### config.mk
export PLATFORM = sky130hd
export DESIGN_NAME = ba_ram
export DESIGN_NICKNAME = d
export VERILOG_FILES = /design/src/design/ba_ram.sv
export SDC_FILE = /design/constraint.sdc
export NUM_CORES = 1
export LEC_CHECK = 0
export ABC_CLOCK_PERIOD_IN_PS = 2800
export BUFFER_PORTS_ARGS = -buffer_cell sky130_fd_sc_hd__buf_4
export CELL_PAD_IN_SITES_DETAIL_PLACEMENT = 0
export CELL_PAD_IN_SITES_GLOBAL_PLACEMENT = 1
export CORE_ASPECT_RATIO = 0.9
export CORE_MARGIN = 2
export CORE_UTILIZATION = 50
export CTS_BUF_LIST = sky130_fd_sc_hd__clkbuf_8
export CTS_CLUSTER_DIAMETER = 200
export DETAILED_ROUTE_END_ITERATION = 10
export PLACE_DENSITY_LB_ADDON = 0.1
export SYNTH_ARGS = -nofsm -noshare
export SYNTH_HDL_FRONTEND = slang
export SYNTH_SLANG_ARGS = --single-unit
### constraint.sdc
create_clock -name i_clk -period 2.8 [get_ports i_clk]
set_input_delay 0.14 -clock i_clk [delete_from_list [all_inputs] [get_ports i_clk]]
set_output_delay 0.14 -clock i_clk [all_outputs]
set_load 0.05 [all_outputs]
### src/design/ba_ram.sv
// Generic simple dual-port RAM with one write port and a registered read port.
// Depends on nothing.
`default_nettype none
module ba_ram #(
    parameter int W = 1,
    parameter int D = 16
) (
    input  wire logic                 i_clk,
    input  wire logic                 i_we,
    input  wire logic [$clog2(D)-1:0] i_waddr,
    input  wire logic [W-1:0]         i_wdata,
    input  wire logic [$clog2(D)-1:0] i_raddr,
    output logic      [W-1:0]         o_q
);
    logic [W-1:0] r_mem [D];
    logic [W-1:0] r_q;

    always_ff @(posedge i_clk) begin
        if (i_we) begin
            r_mem[i_waddr] <= i_wdata;
        end
        r_q <= r_mem[i_raddr];
    end

    assign o_q = r_q;
endmodule
`default_nettype wire

==> impl_metrics.tcl, run 1 <==
set metrics [dict create \
    syn-num-nets 58 \
    ys_ff_latch 17 \
    ir_worst_vdd_mv 0.3663 \
    antenna_found_initial 0 \
    setup_violations 0 \
    design_area_sq_um 892.1 \
    vias_per_cell 5.805 \
    muxShareOfSynthArea 0.1812 \
    drtPass1Iterations 4 \
    clockPowerShare 0.342 \
    synth_compound_area_frac 0 \
    crit_path_max_fanout 1 \
    syn_to_final_growth_pct 19.63 \
    hold_violations 0 \
    cts_tree "yes" \
    syn_area_sq_um 745.7 \
    r2r_cells 3 \
    yosys.area_share.simple 0.1477 \
    postRouteAntennaNets 0 \
    rsz0062_at_grt "no" \
    cts_root_buf "clkbuf_8" \
    tightest_slew_ns 0.2545 \
    rows 13 \
    io_pins 12 \
    placed_cells 73 \
    antenna_cells 0 \
    cp-start-kind "flip-flop" \
    grt_pass1_wl_um 1987 \
    insertion_delay_ns 0.25 \
    slew_violations 0 \
    min-delay-path-class "in2reg" \
    seq_power_share 0.563 \
    die_x_um 44.71 \
    wire_per_inst_um 15.64 \
    first_global_vias 447 \
    fmax_mhz 812.0 \
    drive_gt1_frac 0.2419 \
    stdcell_count 77 \
    comb_power_share 0.095 \
    cts_resized 0 \
    fillers 114 \
    period_needed_ns 1.232 \
    r2r_start "r_mem[0]$_DFFE_PP_" \
    outcome "complete, no violations" \
    critical_path_required_ns 2.94 \
    path_clk_slew_ns 0.06 \
    htreeDepth 1 \
    place_area_sq_um 847.1 \
    arrival_ns 1.37 \
    drt_iter0_markers 15 \
    syn-instance-count 47 \
    dp_hpwl_um 901.4 \
    seq_area_sq_um 500.5 \
    start_util 0.5270 \
    synth.distinct_cells 11 \
    portBuffers 11 \
    postCtsSetupRepairBufs 0 \
    grt_max_degree 17 \
    multi_input_area_sq_um 245.2 \
    numCtsBuffers 3 \
    drc 0 \
    routed_wl_um 1204 \
    grt_usage 0.1678 \
    regToRegSetupSlack_ns 1.57 \
    postCtsHoldBufs 0 \
    clockBufferDepth 2 \
    fin_crit_sh 0.4398 \
    vias 447 \
    syn_area_per_cell_sq_um 15.87 \
    fin_nets 74 \
    coreArea_sq_mm 0.001415 \
    gp_congestion 0.7793 \
    relSlewSlack 0.8291 \
    cap_violations 0 \
    p_leak_nw 0.3247 \
    critPathLaunch "r_mem[0]$_DFFE_PP_" \
    clock-sinks 17 \
    die_y_um 40.64 \
    switchingPower_w 0.0001039 \
    crit_type "reg2reg" \
    setup_tns_ns 0 \
    swShare 0.2045 \
    clock_skew_ns 0.001571 \
    cp-endpoint "o_q$_DFF_P_" \
    synth_top_family_by_area "multiplexers" \
    synth_fa_ha_area_frac 0 \
    power_density_mw_per_mm2 569.6 \
    grt-ovfl-total 0 \
    yosysWarnings 0 \
    dieArea_sq_mm 0.001817 \
    rr_endpoint "o_q$_DFF_P_" \
    synth_xor_area_frac 0 \
    internal_power_w 0.0004042 \
    synth-seq-area-share 0.6711 \
    end_kind "flip-flop" \
]
## Yosys cell counts
library cell | count | area [sq um]
mux2i_1 | 3 | 30.03
edfxtp_1 | 16 | 480.5
nand3b_1 | 2 | 15.01
or3b_2 | 1 | 8.760
nand2_1 | 1 | 3.750
nand3_1 | 1 | 5.000
nand2b_1 | 2 | 12.51
dfxtp_1 | 1 | 20.02
nor3_1 | 4 | 20.02
mux4_1 | 4 | 105.1
nor2_1 | 12 | 45.04
## sequential cells by signal, indices dropped and copies added (netlist names)
register and count:
o_q 1, r_mem 16
## logic make-up (layout without fill, tap and decap cells)
group	after synthesis	after routing
and+or+nand+nor	23	23
DFF	17	17
muxes	7	7
buffers and inverters	0	15
## routing by layer
metal	wire length, um	up-vias	global-route usage
met2	615	15	0.3080
met3	71	4	0.04405
li1	-	215	-
met5	0	-	0
met4	17	0	0.09091
met1	499	213	0.1810
## power groups by stage
stage	combinational [W]	sequential, W	clock [W]
global placement	0.0000472	0.000291	0
floorplan	0.0000175	0.000297	0
finish	0.0000484	0.000286	0.000174
CTS	0.0000489	0.000286	0.000176
detailed placement	0.0000489	0.000291	0
global route	0.0000534	0.000286	0.000184
## metrics by stage
step / hold WS, ns / total power [W] / setup slack (ns) / utilization
CTS: 0.08121 / 0.0005108 / 1.529 / 0.6304
global placement: 0.3389 / 0.0003382 / 1.580 / 0.5986
detailed placement: 0.3427 / 0.0003403 / 1.475 / 0.5986
finish: 0.07812 / 0.0005081 / 1.568 / 0.6304
global route: 0.09318 / 0.0005234 / 1.498 / 0.6304
floorplan: 0.2389 / 0.0003148 / 1.665 / -
## area by class of cell
type                       instances  area share
sequential                        17      0.5610
multi-input combinational         30      0.2749
timing repair buffer              11     0.09257
clock buffer                       3     0.04628
tap                               15     0.02104
clock inverter                     1    0.004208
## critical path, cell delays in order, from the launching register on
cell and delay (ns):
edfxtp_1 0.39, mux4_1 0.50, mux2i_1 0.15, mux2i_1 0.08
## worst min path at each step
| stage | startpoint | to | slack [ns] | cells past startpoint |
|---|---|---|---|---|
| after floorplan | i_wdata | r_mem[0]$_DFFE_PP_ | 0.24 | 0 |
| after global placement | i_raddr[2] | o_q$_DFF_P_ | 0.34 | 2 |
| after detailed placement | i_raddr[2] | o_q$_DFF_P_ | 0.34 | 2 |
| after CTS | i_raddr[2] | o_q$_DFF_P_ | 0.08 | 2 |
| after global routing | i_raddr[2] | o_q$_DFF_P_ | 0.09 | 2 |
| final | i_raddr[2] | o_q$_DFF_P_ | 0.08 | 2 |
## cells in the final DEF (no fill, tap or decap)
cell	count
edfxtp_1	16
nor2_1	12
buf_4	11
nor3_1	4
mux4_1	4
mux2i_1	3
clkbuf_8	3
nand3b_1	2
nand2b_1	2
nand2_1	1
nand3_1	1
or3b_2	1
inv_1	1
dfxtp_1	1
No activity file was read; power rests on OpenSTA's default activity.
==> run 2, diff against run 1 <==
- ABC_AREA: default -> 1
- ABC_CLOCK_PERIOD_IN_PS: 2800 -> 1050
- CORE_UTILIZATION: 50 -> 39
- clock period: 2.8 -> 1.05 ns (I/O delays scaled with it)
==> run 2 against run 1 <==
Compared with the run above:
- combinational power rose to 3.2 times the previous value
- clock power increased to 2.6 times the previous value
- register-to-register slack got worse by 1.4 ns
- wire length rose by 12%
- setup slack got worse by 1.4 ns
- clock skew about the same
- synthesized cell count rose by 100%
- largest cell class unchanged
==> impl_metrics.tcl, run 2 <==
set metrics [dict create \
    clockBufferDepth 2 \
    switchingPower_w 0.0002982 \
    ys_dominant_reg_cell "edfxtp_1" \
    synth-seq-area-share 0.5908 \
    vias_per_cell 4.400 \
    cp-start-kind "flip-flop" \
    path_clk_slew_ns 0.06 \
    syn-instance-count 96 \
    ys_top_cells_by_area "edfxtp_1 (57%), nand2_1 (11%), inv_1 (8.4%)" \
    async_flop_share 0 \
    hold_violations 0 \
    top_register "r_mem" \
    outcome "complete, no violations" \
    synth.distinct_cells 11 \
    cts_root_buf "clkbuf_8" \
    clockPowerShare 0.332 \
    gp_congestion 0.7589 \
    crit_family "flip-flops" \
    htreeDepth 1 \
    setup_violations 0 \
    yosys-top-cells-count "nand2_1 (24), inv_1 (19), edfxtp_1 (16), nand3_1 (14)" \
    tightest_slew_ns 0.2245 \
    clock-sinks 17 \
    largest_reg_flops 16 \
    crit_type "reg2reg" \
    slowest_delay_ns 0.38 \
    cpMostUsedCell "nand3_1" \
    rows 15 \
    crit_path_max_fanout 1 \
    fin_util 0.5000 \
    coreArea_sq_mm 0.001989 \
    vias 594 \
    fin_nets 122 \
    critPathBufInv 1 \
    internal_power_w 0.001075 \
    wire_per_inst_um 10.01 \
    antenna_cells 0 \
    dieArea_sq_mm 0.002561 \
    comb_power_share 0.113 \
    power_density_mw_per_mm2 1381 \
    dp_hpwl_um 1063 \
    period_needed_ns 0.8773 \
    grt_usage 0.1369 \
    drc 0 \
    ir_worst_vdd_mv 0.7862 \
    layout_common_cells "nand2_1 (24), inv_1 (20), edfxtp_1 (16)" \
    setup_tns_ns 0 \
    synth_edf_count 16 \
    postCtsHoldBufs 0 \
    arrival_ns 1.03 \
    layout_commonest_cell "nand2_1" \
    yosysWarnings 0 \
    slew_violations 0 \
    syn-num-nets 107 \
    clock_skew_ns 0.001798 \
    cts_resized 0 \
    end_kind "flip-flop" \
    rsz0062_at_grt "no" \
    grt_pass1_wl_um 2270 \
    yosys.area.top_type "edfxtp_1" \
    fmax_mhz 1140 \
    cts_tree "yes" \
    relSlewSlack 0.8492 \
    p_leak_nw 0.4523 \
    insertion_delay_ns 0.25 \
    seq_power_share 0.555 \
    grt-ovfl-total 0 \
    ys_ff_latch 17 \
    portBuffers 11 \
    drtPass1Iterations 3 \
    syn_area_per_cell_sq_um 8.824 \
    grt_max_degree 17 \
    fin_crit_sh 0.8355 \
    cp_cell_sequence "inv_1 -> nand2_1 -> nand3_1 -> nand3_1 -> nand3_1 -> nand2_1" \
    die_x_um 53.13 \
    cpMaxStageDelayCell "edfxtp_1" \
    drive_gt1_frac 0.1727 \
    die_y_um 48.22 \
    swShare 0.2171 \
    cap_violations 0 \
    syn_to_final_growth_pct 17.43 \
    postRouteAntennaNets 0 \
    first_global_vias 512 \
    drt_iter0_markers 15 \
    antenna_found_initial 0 \
    syn_area_sq_um 847.1 \
    numCtsBuffers 3 \
    postCtsSetupRepairBufs 0 \
    yosys.area.top_type_share 0.5672 \
    critical_path_required_ns 1.20 \
    io_pins 12 \
    start_util 0.4258 \
    synthMostInstantiatedCell "nand2_1" \
    routed_wl_um 1351 \
    min-delay-path-class "in2reg" \
]
## run 2: metal layers
layer / part of all wire / global-route usage
met1: 0.50 / 0.1798
met3: 0.059 / 0.04601
met2: 0.40 / 0.1875
met4: 0.033 / 0.1077
met5: 0 / 0
## run 2: area by class of cell
class / count / area, sq um
sequential: 17 / 500.5
fill: 194 / 994.7
clock buffer: 3 / 41.29
inverter: 21 / 86.33
tap: 25 / 31.28
timing repair buffer: 11 / 82.58
clock inverter: 1 / 3.754
multi-input combinational: 57 / 249.0
## run 2: cells by family after synthesis
kind of cell / Yosys count / synth area share
and+or+nand+nor: 57 / 0.2940
buffers and inverters: 22 / 0.1152
DFF: 17 / 0.5908
## run 2: worst paths after layout
path                  startpoint     endpoint  slack [ns]  cells after the start
max           r_mem[7]$_DFFE_PP_  o_q$_DFF_P_        0.17                      6
min reg2reg  r_mem[13]$_DFFE_PP_  o_q$_DFF_P_        0.66                      6
max reg2reg   r_mem[7]$_DFFE_PP_  o_q$_DFF_P_        0.17                      6
min                   i_raddr[3]  o_q$_DFF_P_        0.03                      3
## run 2: worst min-delay path, stage by stage
cell	delay, ns
buf_4	0.08
nand3_1	0.07
nand2_1	0.05
## run 2: through the flow
stage                     std cells  hold slack (ns)  power [W]  instance area, sq um  setup slack [ns]
after floorplan                  96           0.1514  0.0008705                 847.1            0.2624
after global routing            135          0.04409   0.001452                 994.7           0.06799
after detailed placement        131           0.2924  0.0009330                 949.7            0.1609
after CTS                       135          0.02648   0.001396                 994.7            0.1573
after global placement          131           0.2951  0.0009334                 949.7            0.1493
final                           135          0.03095   0.001374                 994.7            0.1727
## run 2: power groups by stage
| stage | clock [W] | sequential, W | combinational, W |
|---|---|---|---|
| floorplan | 0 | 0.000792 | 0.0000784 |
| global placement | 0 | 0.000777 | 0.000156 |
| detailed placement | 0 | 0.000777 | 0.000156 |
| CTS | 0.000478 | 0.000763 | 0.000156 |
| global route | 0.000512 | 0.000763 | 0.000176 |
| finish | 0.000456 | 0.000763 | 0.000155 |
