<file path="config.mk">
export PLATFORM = sky130hd
export DESIGN_NAME = ba_ctrl
export DESIGN_NICKNAME = d
export VERILOG_FILES = /design/src/design/ba_pkg.sv /design/src/design/ba_ctrl.sv
export SDC_FILE = /design/constraint.sdc
export NUM_CORES = 1
export LEC_CHECK = 0
export ABC_AREA = 0
export ABC_CLOCK_PERIOD_IN_PS = 19710
export BUFFER_PORTS_ARGS = -buffer_cell sky130_fd_sc_hd__buf_4
export CORE_MARGIN = 3
export CORE_UTILIZATION = 40
export CTS_BUF_LIST = sky130_fd_sc_hd__clkbuf_2
export DETAILED_ROUTE_END_ITERATION = 7
export SLEW_MARGIN = 20
export SYNTH_ARGS = -nofsm -noshare
export SYNTH_HDL_FRONTEND = slang
export SYNTH_SLANG_ARGS = --single-unit
</file>
<file path="constraint.sdc">
create_clock -name i_clk -period 19.71 [get_ports i_clk]
set_input_delay 3.942 -clock i_clk [delete_from_list [all_inputs] [get_ports i_clk]]
set_output_delay 3.942 -clock i_clk [all_outputs]
set_load 0.005 [all_outputs]
</file>
<file path="src/design/ba_pkg.sv">
// Shared types and constants of the buddy allocator.
// Depends on nothing; every other design file but ba_ram refers to it by scoped names.
`default_nettype none
package ba_pkg;
    localparam int MAX_MEM_LOG2_DEF   = 16;
    localparam int MIN_BLOCK_LOG2_DEF = 5;
    localparam int HEADER_BYTES_DEF   = 16;

    localparam int LOG_W     = 6;
    localparam int LEVEL_W   = 4;
    localparam int LEN_W     = 16;
    localparam int ADDR_W    = 16;
    localparam int GSZ_W     = 5;
    localparam int CFG_W     = 5;
    localparam int MEMCFG_W  = 5;
    localparam int BLKCFG_W  = 4;
    localparam int MEM_RESET = 16;
    localparam int BLK_RESET = 7;

    typedef enum logic [1:0] {
        STAT_OK         = 2'd0,
        STAT_TOO_LARGE  = 2'd1,
        STAT_NO_BLOCK   = 2'd2,
        STAT_MERGE_STOP = 2'd3
    } t_status;

    typedef enum logic {
        CFG_MEM_LOG2 = 1'b0,
        CFG_BLK_LOG2 = 1'b1
    } t_cfg_index;

    typedef enum logic [3:0] {
        S_CLEAR, S_IDLE, S_A_SCAN, S_A_SPLIT0, S_A_SPLIT1, S_A_FINAL,
        S_F_LCHK, S_F_AREAD, S_F_ACHK, S_F_MARK,
        S_M_READ, S_M_CHK, S_M_W1, S_M_W2
    } t_state;

    typedef struct packed {
        logic [LOG_W-1:0] mem_log2;
        logic [LOG_W-1:0] blk_log2;
        logic             clear;
    } t_cfg;
endpackage
`default_nettype wire

</file>
<file path="src/design/ba_ctrl.sv">
// Sequencer of the buddy allocator: scan, split, free check and merge passes
// over the node map and level store RAMs. Depends on ba_pkg.
`default_nettype none
module ba_ctrl #(
    parameter int MAX_MEM_LOG2   = ba_pkg::MAX_MEM_LOG2_DEF,
    parameter int MIN_BLOCK_LOG2 = ba_pkg::MIN_BLOCK_LOG2_DEF,
    parameter int HEADER_BYTES   = ba_pkg::HEADER_BYTES_DEF,
    localparam int NW  = MAX_MEM_LOG2 - MIN_BLOCK_LOG2 + 1,
    localparam int LFW = MAX_MEM_LOG2 - MIN_BLOCK_LOG2
) (
    input  wire logic                         i_clk,
    input  wire logic                         i_rst_n,
    input  wire ba_pkg::t_cfg                 i_cfg,
    input  wire logic                         i_start,
    input  wire logic                         i_kind,
    input  wire logic [ba_pkg::LEN_W-1:0]     i_len,
    input  wire logic [ba_pkg::ADDR_W-1:0]    i_faddr,
    output logic                              o_busy,
    output logic                              o_done,
    output logic [ba_pkg::ADDR_W-1:0]         o_address,
    output logic [ba_pkg::GSZ_W-1:0]          o_gsz,
    output ba_pkg::t_status                   o_status,
    output logic                              o_map_we,
    output logic [NW-1:0]                     o_map_waddr,
    output logic                              o_map_wdata,
    output logic [NW-1:0]                     o_map_raddr,
    input  wire logic                         i_map_q,
    output logic                              o_lvl_we,
    output logic [LFW-1:0]                    o_lvl_waddr,
    output logic [ba_pkg::LEVEL_W-1:0]        o_lvl_wdata,
    output logic [LFW-1:0]                    o_lvl_raddr,
    input  wire logic [ba_pkg::LEVEL_W-1:0]   i_lvl_q
);
    localparam int AW = ((MAX_MEM_LOG2 > ba_pkg::ADDR_W) ? MAX_MEM_LOG2 : ba_pkg::ADDR_W) + 1;
    localparam int SW = NW + 1;
    localparam int LW = ba_pkg::LOG_W;
    localparam int NEED_W = ba_pkg::LEN_W + 2;

    function automatic logic [LW-1:0] ceil_log2(input logic [NEED_W-1:0] v);
        logic [LW-1:0] r;
        r = LW'(NEED_W - 1);
        for (int i = NEED_W - 1; i >= 0; i--) begin
            if ((NEED_W'(1) << i) >= v) begin
                r = LW'(i);
            end
        end
        return r;
    endfunction

    ba_pkg::t_state  r_state, n_state;
    logic [NW-1:0]   r_cnt, n_cnt;
    logic [NW-1:0]   r_node, n_node;
    logic [NW-1:0]   r_anc, n_anc;
    logic [LW-1:0]   r_lv, n_lv;
    logic [LW-1:0]   r_t, n_t;
    logic [LW-1:0]   r_k, n_k;
    logic [AW-1:0]   r_off, n_off;
    logic [SW-1:0]   r_si, n_si;
    logic [LW-1:0]   r_slv, n_slv;
    logic            r_pv, n_pv;
    logic [NW-1:0]   r_pn, n_pn;
    logic [LW-1:0]   r_plv, n_plv;
    logic            r_sdone, n_sdone;
    logic            r_done, n_done;
    logic [ba_pkg::ADDR_W-1:0] r_addr, n_addr;
    logic [ba_pkg::GSZ_W-1:0]  r_gsz, n_gsz;
    ba_pkg::t_status r_stat, n_stat;

    logic [NEED_W-1:0] need;
    logic [LW-1:0]     kc, ka, ta, lq, sh;
    logic [AW-1:0]     faddr_ext, foff, amask, aoff;
    logic [SW-1:0]     si_next, lvl_end;

    always_comb begin
        need      = NEED_W'(i_len) + NEED_W'(HEADER_BYTES);
        kc        = ceil_log2(need);
        ka        = (kc < i_cfg.blk_log2) ? i_cfg.blk_log2 : kc;
        ta        = i_cfg.mem_log2 - ka;
        faddr_ext = AW'(i_faddr);
        foff      = faddr_ext - AW'(HEADER_BYTES);
        lq        = LW'(i_lvl_q);
        sh        = i_cfg.mem_log2 - lq;
        amask     = (AW'(1) << sh) - AW'(1);
        aoff      = AW'(r_node - (NW'(1) << r_t)) << r_k;
        si_next   = r_si + SW'(1);
        lvl_end   = SW'(1) << (r_slv + LW'(1));

        n_state = r_state;  n_cnt = r_cnt;    n_node = r_node;  n_anc = r_anc;
        n_lv    = r_lv;     n_t   = r_t;      n_k    = r_k;     n_off = r_off;
        n_si    = r_si;     n_slv = r_slv;    n_pv   = r_pv;    n_pn  = r_pn;
        n_plv   = r_plv;    n_sdone = r_sdone;
        n_done  = 1'b0;     n_addr = r_addr;  n_gsz  = r_gsz;   n_stat = r_stat;

        o_map_we    = 1'b0;
        o_map_waddr = r_node;
        o_map_wdata = 1'b0;
        o_map_raddr = r_si[NW-1:0];
        o_lvl_we    = 1'b0;
        o_lvl_waddr = LFW'(aoff >> MIN_BLOCK_LOG2);
        o_lvl_wdata = ba_pkg::LEVEL_W'(r_t);
        o_lvl_raddr = LFW'(foff >> MIN_BLOCK_LOG2);

        unique case (r_state)
            ba_pkg::S_CLEAR: begin
                o_map_we    = 1'b1;
                o_map_waddr = r_cnt;
                o_map_wdata = (r_cnt == NW'(1));
                n_cnt       = r_cnt + NW'(1);
                if (&r_cnt) begin
                    n_state = ba_pkg::S_IDLE;
                end
            end
            ba_pkg::S_IDLE: begin
                if (i_start) begin
                    if (!i_kind) begin
                        if (ka > i_cfg.mem_log2) begin
                            n_done = 1'b1;
                            n_addr = '0;
                            n_gsz  = '0;
                            n_stat = ba_pkg::STAT_TOO_LARGE;
                        end else begin
                            n_k     = ka;
                            n_t     = ta;
                            n_si    = SW'(1) << ta;
                            n_slv   = ta;
                            n_pv    = 1'b0;
                            n_sdone = 1'b0;
                            n_state = ba_pkg::S_A_SCAN;
                        end
                    end else begin
                        if (faddr_ext < AW'(HEADER_BYTES) ||
                            foff >= (AW'(1) << i_cfg.mem_log2)) begin
                            n_done = 1'b1;
                            n_addr = '0;
                            n_gsz  = '0;
                            n_stat = ba_pkg::STAT_MERGE_STOP;
                        end else begin
                            n_off   = foff;
                            n_state = ba_pkg::S_F_LCHK;
                        end
                    end
                end
            end
            ba_pkg::S_A_SCAN: begin
                if (r_pv && i_map_q) begin
                    n_node  = r_pn;
                    n_lv    = r_plv;
                    n_state = (r_plv == r_t) ? ba_pkg::S_A_FINAL : ba_pkg::S_A_SPLIT0;
                end else if (r_sdone) begin
                    n_done  = 1'b1;
                    n_addr  = '0;
                    n_gsz   = '0;
                    n_stat  = ba_pkg::STAT_NO_BLOCK;
                    n_state = ba_pkg::S_IDLE;
                end else begin
                    n_pv  = 1'b1;
                    n_pn  = r_si[NW-1:0];
                    n_plv = r_slv;
                    if (si_next == lvl_end) begin
                        if (r_slv == '0) begin
                            n_sdone = 1'b1;
                        end else begin
                            n_slv = r_slv - LW'(1);
                            n_si  = SW'(1) << (r_slv - LW'(1));
                        end
                    end else begin
                        n_si = si_next;
                    end
                end
            end
            ba_pkg::S_A_SPLIT0: begin
                o_map_we = 1'b1;
                n_state  = ba_pkg::S_A_SPLIT1;
            end
            ba_pkg::S_A_SPLIT1: begin
                o_map_we    = 1'b1;
                o_map_waddr = {r_node[NW-2:0], 1'b1};
                o_map_wdata = 1'b1;
                n_node      = {r_node[NW-2:0], 1'b0};
                n_lv        = r_lv + LW'(1);
                n_state     = (r_lv + LW'(1) == r_t) ? ba_pkg::S_A_FINAL : ba_pkg::S_A_SPLIT0;
            end
            ba_pkg::S_A_FINAL: begin
                o_map_we = 1'b1;
                o_lvl_we = 1'b1;
                n_done   = 1'b1;
                n_addr   = ba_pkg::ADDR_W'(aoff + AW'(HEADER_BYTES));
                n_gsz    = ba_pkg::GSZ_W'(r_k);
                n_stat   = ba_pkg::STAT_OK;
                n_state  = ba_pkg::S_IDLE;
            end
            ba_pkg::S_F_LCHK: begin
                if (lq > i_cfg.mem_log2 - LW'(MIN_BLOCK_LOG2) || (|(r_off & amask))) begin
                    n_done  = 1'b1;
                    n_addr  = '0;
                    n_gsz   = '0;
                    n_stat  = ba_pkg::STAT_MERGE_STOP;
                    n_state = ba_pkg::S_IDLE;
                end else begin
                    n_node  = (NW'(1) << lq) + NW'(r_off >> sh);
                    n_anc   = (NW'(1) << lq) + NW'(r_off >> sh);
                    n_lv    = lq;
                    n_state = ba_pkg::S_F_AREAD;
                end
            end
            ba_pkg::S_F_AREAD: begin
                o_map_raddr = r_anc;
                n_state     = ba_pkg::S_F_ACHK;
            end
            ba_pkg::S_F_ACHK: begin
                if (i_map_q) begin
                    n_done  = 1'b1;
                    n_addr  = '0;
                    n_gsz   = '0;
                    n_stat  = ba_pkg::STAT_MERGE_STOP;
                    n_state = ba_pkg::S_IDLE;
                end else if (r_anc == NW'(1)) begin
                    n_state = ba_pkg::S_F_MARK;
                end else begin
                    n_anc   = r_anc >> 1;
                    n_state = ba_pkg::S_F_AREAD;
                end
            end
            ba_pkg::S_F_MARK: begin
                o_map_we    = 1'b1;
                o_map_wdata = 1'b1;
                if (r_lv == '0) begin
                    n_done  = 1'b1;
                    n_addr  = '0;
                    n_gsz   = '0;
                    n_stat  = ba_pkg::STAT_OK;
                    n_state = ba_pkg::S_IDLE;
                end else begin
                    n_state = ba_pkg::S_M_READ;
                end
            end
            ba_pkg::S_M_READ: begin
                o_map_raddr = r_node ^ NW'(1);
                n_state     = ba_pkg::S_M_CHK;
            end
            ba_pkg::S_M_CHK: begin
                if (!i_map_q) begin
                    n_done  = 1'b1;
                    n_addr  = '0;
                    n_gsz   = '0;
                    n_stat  = ba_pkg::STAT_MERGE_STOP;
                    n_state = ba_pkg::S_IDLE;
                end else begin
                    o_map_we = 1'b1;
                    n_state  = ba_pkg::S_M_W1;
                end
            end
            ba_pkg::S_M_W1: begin
                o_map_we    = 1'b1;
                o_map_waddr = r_node ^ NW'(1);
                n_state     = ba_pkg::S_M_W2;
            end
            ba_pkg::S_M_W2: begin
                o_map_we    = 1'b1;
                o_map_waddr = r_node >> 1;
                o_map_wdata = 1'b1;
                n_node      = r_node >> 1;
                n_lv        = r_lv - LW'(1);
                if (r_lv == LW'(1)) begin
                    n_done  = 1'b1;
                    n_addr  = '0;
                    n_gsz   = '0;
                    n_stat  = ba_pkg::STAT_OK;
                    n_state = ba_pkg::S_IDLE;
                end else begin
                    n_state = ba_pkg::S_M_READ;
                end
            end
            default: begin
                n_state = ba_pkg::S_CLEAR;
                n_cnt   = '0;
            end
        endcase

        if (i_cfg.clear) begin
            n_state = ba_pkg::S_CLEAR;
            n_cnt   = '0;
        end
    end

    always_ff @(posedge i_clk) begin
        if (!i_rst_n) begin
            r_state <= ba_pkg::S_CLEAR;
            r_cnt   <= '0;
            r_pv    <= 1'b0;
            r_sdone <= 1'b0;
            r_done  <= 1'b0;
        end else begin
            r_state <= n_state;
            r_cnt   <= n_cnt;
            r_pv    <= n_pv;
            r_sdone <= n_sdone;
            r_done  <= n_done;
        end
    end

    always_ff @(posedge i_clk) begin
        r_node <= n_node;
        r_anc  <= n_anc;
        r_lv   <= n_lv;
        r_t    <= n_t;
        r_k    <= n_k;
        r_off  <= n_off;
        r_si   <= n_si;
        r_slv  <= n_slv;
        r_pn   <= n_pn;
        r_plv  <= n_plv;
        r_addr <= n_addr;
        r_gsz  <= n_gsz;
        r_stat <= n_stat;
    end

    assign o_busy    = (r_state != ba_pkg::S_IDLE);
    assign o_done    = r_done;
    assign o_address = r_addr;
    assign o_gsz     = r_gsz;
    assign o_status  = r_stat;
endmodule
`default_nettype wire

</file>
==> flow_metrics.py <==
metrics = {
    "run_status": {
        "status": "finished, final reports clean",
    },
    "worst_setup_path": {
        "r2r_cells": 16,
        "cpPeakStageDelay_ps": 780,
        "crit_path_start_kind": "input port",
        "worstPathRequired_ps": 20090,
        "path_cells": "buf_4, ha_1, nand3_1, o41ai_1, nand3_1, or2_2, inv_1, nor2_1, ha_1, a21oi_1, nor2b_1, o21ai_0, and2_1, a41oi_4, mux2i_1, fa_1, a21o_1, a21oi_1, o21bai_1, a21oi_1, nor2_1, and3_1, nor2_1, nor2_1",
        "r2r-end": "o_address[14]",
        "path_depth": 24,
        "critical_path.top_delay_family": "simple AND/OR/NAND/NOR gates",
        "crit_fanout": 15,
        "critPathBufInv": 2,
        "arrival_ps": 10600,
        "reg2reg_from": "r_t[1]",
        "crit_slowest_cell": "o41ai_1",
        "worst-setup-path-type": "input port to register",
        "ff2ff_setup_slack_ps": 14320,
        "endpoint_kind": "register",
        "worst_path_most_repeated_cell": "nor2_1",
    },
    "placed_design": {
        "numPortBuffers": 131,
        "globalplace.congestion": 0.918,
        "hpwl_um": 36600,
    },
    "global_routing": {
        "grt_pass1_wl_um": 73200,
        "grt_usage_pct": 23.5,
        "gr-total-overflow": 0,
        "antenna_found_initial": 1,
        "grt_pass1_vias": 13400,
        "grt_max_degree": 34,
    },
    "drt": {
        "post-route-drc-count": 0,
        "via_per_inst": 6.16,
        "avgRoutedWirePerCell_um": 20.0,
        "firstDrtPassIters": 6,
        "final_antenna_net_count": 0,
        "vias": 14400,
        "wl_met2_um": 21700,
        "detailroute.wirelength.met3_um": 3160,
        "routed_wirelength_um": 46700,
        "highest_layer": "met4",
        "wl_met1_um": 20100,
        "first_iter_violations": 1282,
    },
    "timing": {
        "fin_tns_setup_ps": 0,
        "period_needed_ps": 10220,
        "tightest_slew_ps": 924,
        "skew_ps": 55.7,
        "hold_violations": 0,
        "slew_headroom_pct": 38.2,
        "rsz0062_at_grt": "no",
        "drv_slew": 0,
        "min_period_over_period_pct": 51.9,
        "fmax_mhz": 97.8,
        "hold_ws_ps": 548,
        "setup_violations": 0,
    },
    "die": {
        "rows": 68,
        "die_width_um": 196,
        "die_height_um": 196,
        "io_pins": 132,
        "core_area_mm2": 0.0351,
        "start_util_pct": 41.1,
        "die-area_mm2": 0.0383,
    },
    "logic_synthesis": {
        "ys.flop_type": "edfxtp_1",
        "synth_area_mm2": 0.0144,
        "synthArstFlopShare_pct": 0,
        "synth_warnings": 0,
        "avgSynthCellArea_um2": 7.92,
        "synthCells": 1820,
        "synth_area_leaders": "edfxtp_1 25%, ha_1 6.9%, nand2_1 6.2%",
        "synth_top_area_cell": "edfxtp_1",
        "synth_cell_type_count": 92,
        "synth_fp_nets": 1958,
        "synth_top_area_share_pct": 24.8,
        "synth_seq_area_share_pct": 27.4,
        "synth-seq-cells": 138,
        "synth_edf_count": 119,
    },
    "clock_tree": {
        "clock_latency_ps": 780,
        "clock-sinks": 138,
        "cts_root_buf": "clkbuf_2",
        "cts_tree": "yes",
        "post_cts.repair.setup_buffers": 0,
        "clk_pin_slew_ps": 190,
        "cts_buffers": 17,
        "cts_hold_buf": 0,
        "cts_resized": 0,
        "cts_buffer_depth": 2,
        "htree_levels": 4,
    },
    "final_layout": {
        "multi_input_area_mm2": 0.00965,
        "final_common_cell": "nand2_1",
        "area_growth_syn_to_layout_pct": 10.2,
        "fillers": 3534,
        "nets": 2009,
        "drive_gt1_share_pct": 12.2,
        "seq_area_mm2": 0.00395,
        "final_cell_mix": "237 x nand2_1, 185 x nor2_1, 149 x buf_4, 119 x edfxtp_1, 100 x a21oi_1",
    },
    "flow_run": {
        "maxCapViolations": 0,
    },
    "worst_hold_path": {
        "hold_class": "register to register",
        "hp-start": "r_si[11]",
        "hold_depth": 0,
        "hold_end": "r_pn[11]",
    },
    "pwr": {
        "p_leak_nw": 6.00,
        "peakVddDrop_uv": 33.3,
        "p_per_area_mw_per_mm2": 42.9,
    },
}
[sequential cells by signal, indices dropped and copies added, names as in the netlist, 12 cells and up]
register / flops
r_node: 12
o_address: 16
r_off: 17
r_anc: 12
r_pn: 12
r_si: 13
r_cnt: 12
[synthesized netlist by cell type, types with 22 or more instances]
master	number
a21oi_1	100
nor2_1	186
nor3_1	71
or3_1	28
nand3_1	62
a221o_1	22
o21ai_0	73
nand2b_1	22
inv_1	80
xor2_1	47
edfxtp_1	119
o211ai_1	24
ha_1	80
nand2_1	237
nor2b_1	24
clkbuf_1	84
xnor2_1	54
nand4_1	38
a21o_1	23
[cell type report]
type / count / share of cell area [%]
clock inverters: 15 / 1.17
flip-flops and latches: 138 / 24.9
inverters: 82 / 1.94
clock buffers: 17 / 0.536
repair buffers: 149 / 7.05
multi-input cells: 1483 / 60.8
diodes: 1 / 0.0158
well taps: 455 / 3.59
[worst reg2reg max path, cell delays in order, from the launching register on]
cell      delay, ps
edfxtp_1        620
nor4_1          640
and2_1          230
ha_1            190
inv_1            60
fa_1            430
and3_1          220
o21ai_0         360
and2_1          230
a21oi_1         120
o41ai_1         410
and2_1          240
ha_1            190
nand4_1         180
or4b_4          550
or4_1           410
a21oi_1         150
[worst max-delay path by stage]
stage              from           end  slack, ps
2_1_floorplan  i_len[4]  o_address[0]       9600
3_3_place_gp   i_len[4]       r_si[8]       8940
3_5_place_dp   i_len[4]       r_si[7]       8730
4_1_cts        i_len[4]      r_si[10]       9550
5_1_grt        i_len[4]      r_si[10]       8760
6_report       i_len[4]      r_si[10]       9490
[through the flow]
step / cells / total power [mW] / util [%] / instance area [um2] / setup WS, ps
6_report: 2340 / 0.682 / 45.3 / 15900 / 9490
2_1_floorplan: 1820 / 0.438 / - / 14400 / 9600
5_1_grt: 2340 / 0.714 / 45.3 / 15900 / 8760
3_3_place_gp: 2307 / 0.487 / 44.5 / 15600 / 8940
3_5_place_dp: 2307 / 0.489 / 44.5 / 15600 / 8730
4_1_cts: 2339 / 0.686 / 45.3 / 15900 / 9550
[cells by family after synthesis]
group	Yosys count	synth area share [%]
multiplexers	36	3.11
AO/OA/AOI/OAI	476	23.8
adder cells (fa/ha/maj)	84	7.50
XOR/XNOR	101	6.14
AND/OR/NAND/NOR	786	26.3
flip-flops	138	27.4
buffers and inverters	199	5.68
[report_power, final]
group / internal, mW / leakage (nW) / switching [mW]
logic: 0.0635 / 4.58 / 0.104
clock network: 0.0738 / 0.163 / 0.123
registers: 0.318 / 1.26 / 0.000281
total: 0.455 / 6.00 / 0.227
[per-layer routing]
| layer | up-vias | track usage, % |
|---|---|---|
| li1 | 6903 | - |
| met1 | 6852 | 31.0 |
| met2 | 570 | 38.6 |
| met3 | 97 | 3.98 |
| met4 | 0 | 9.14 |
| met5 | - | 0 |
Power figures use the tool's default switching activity.
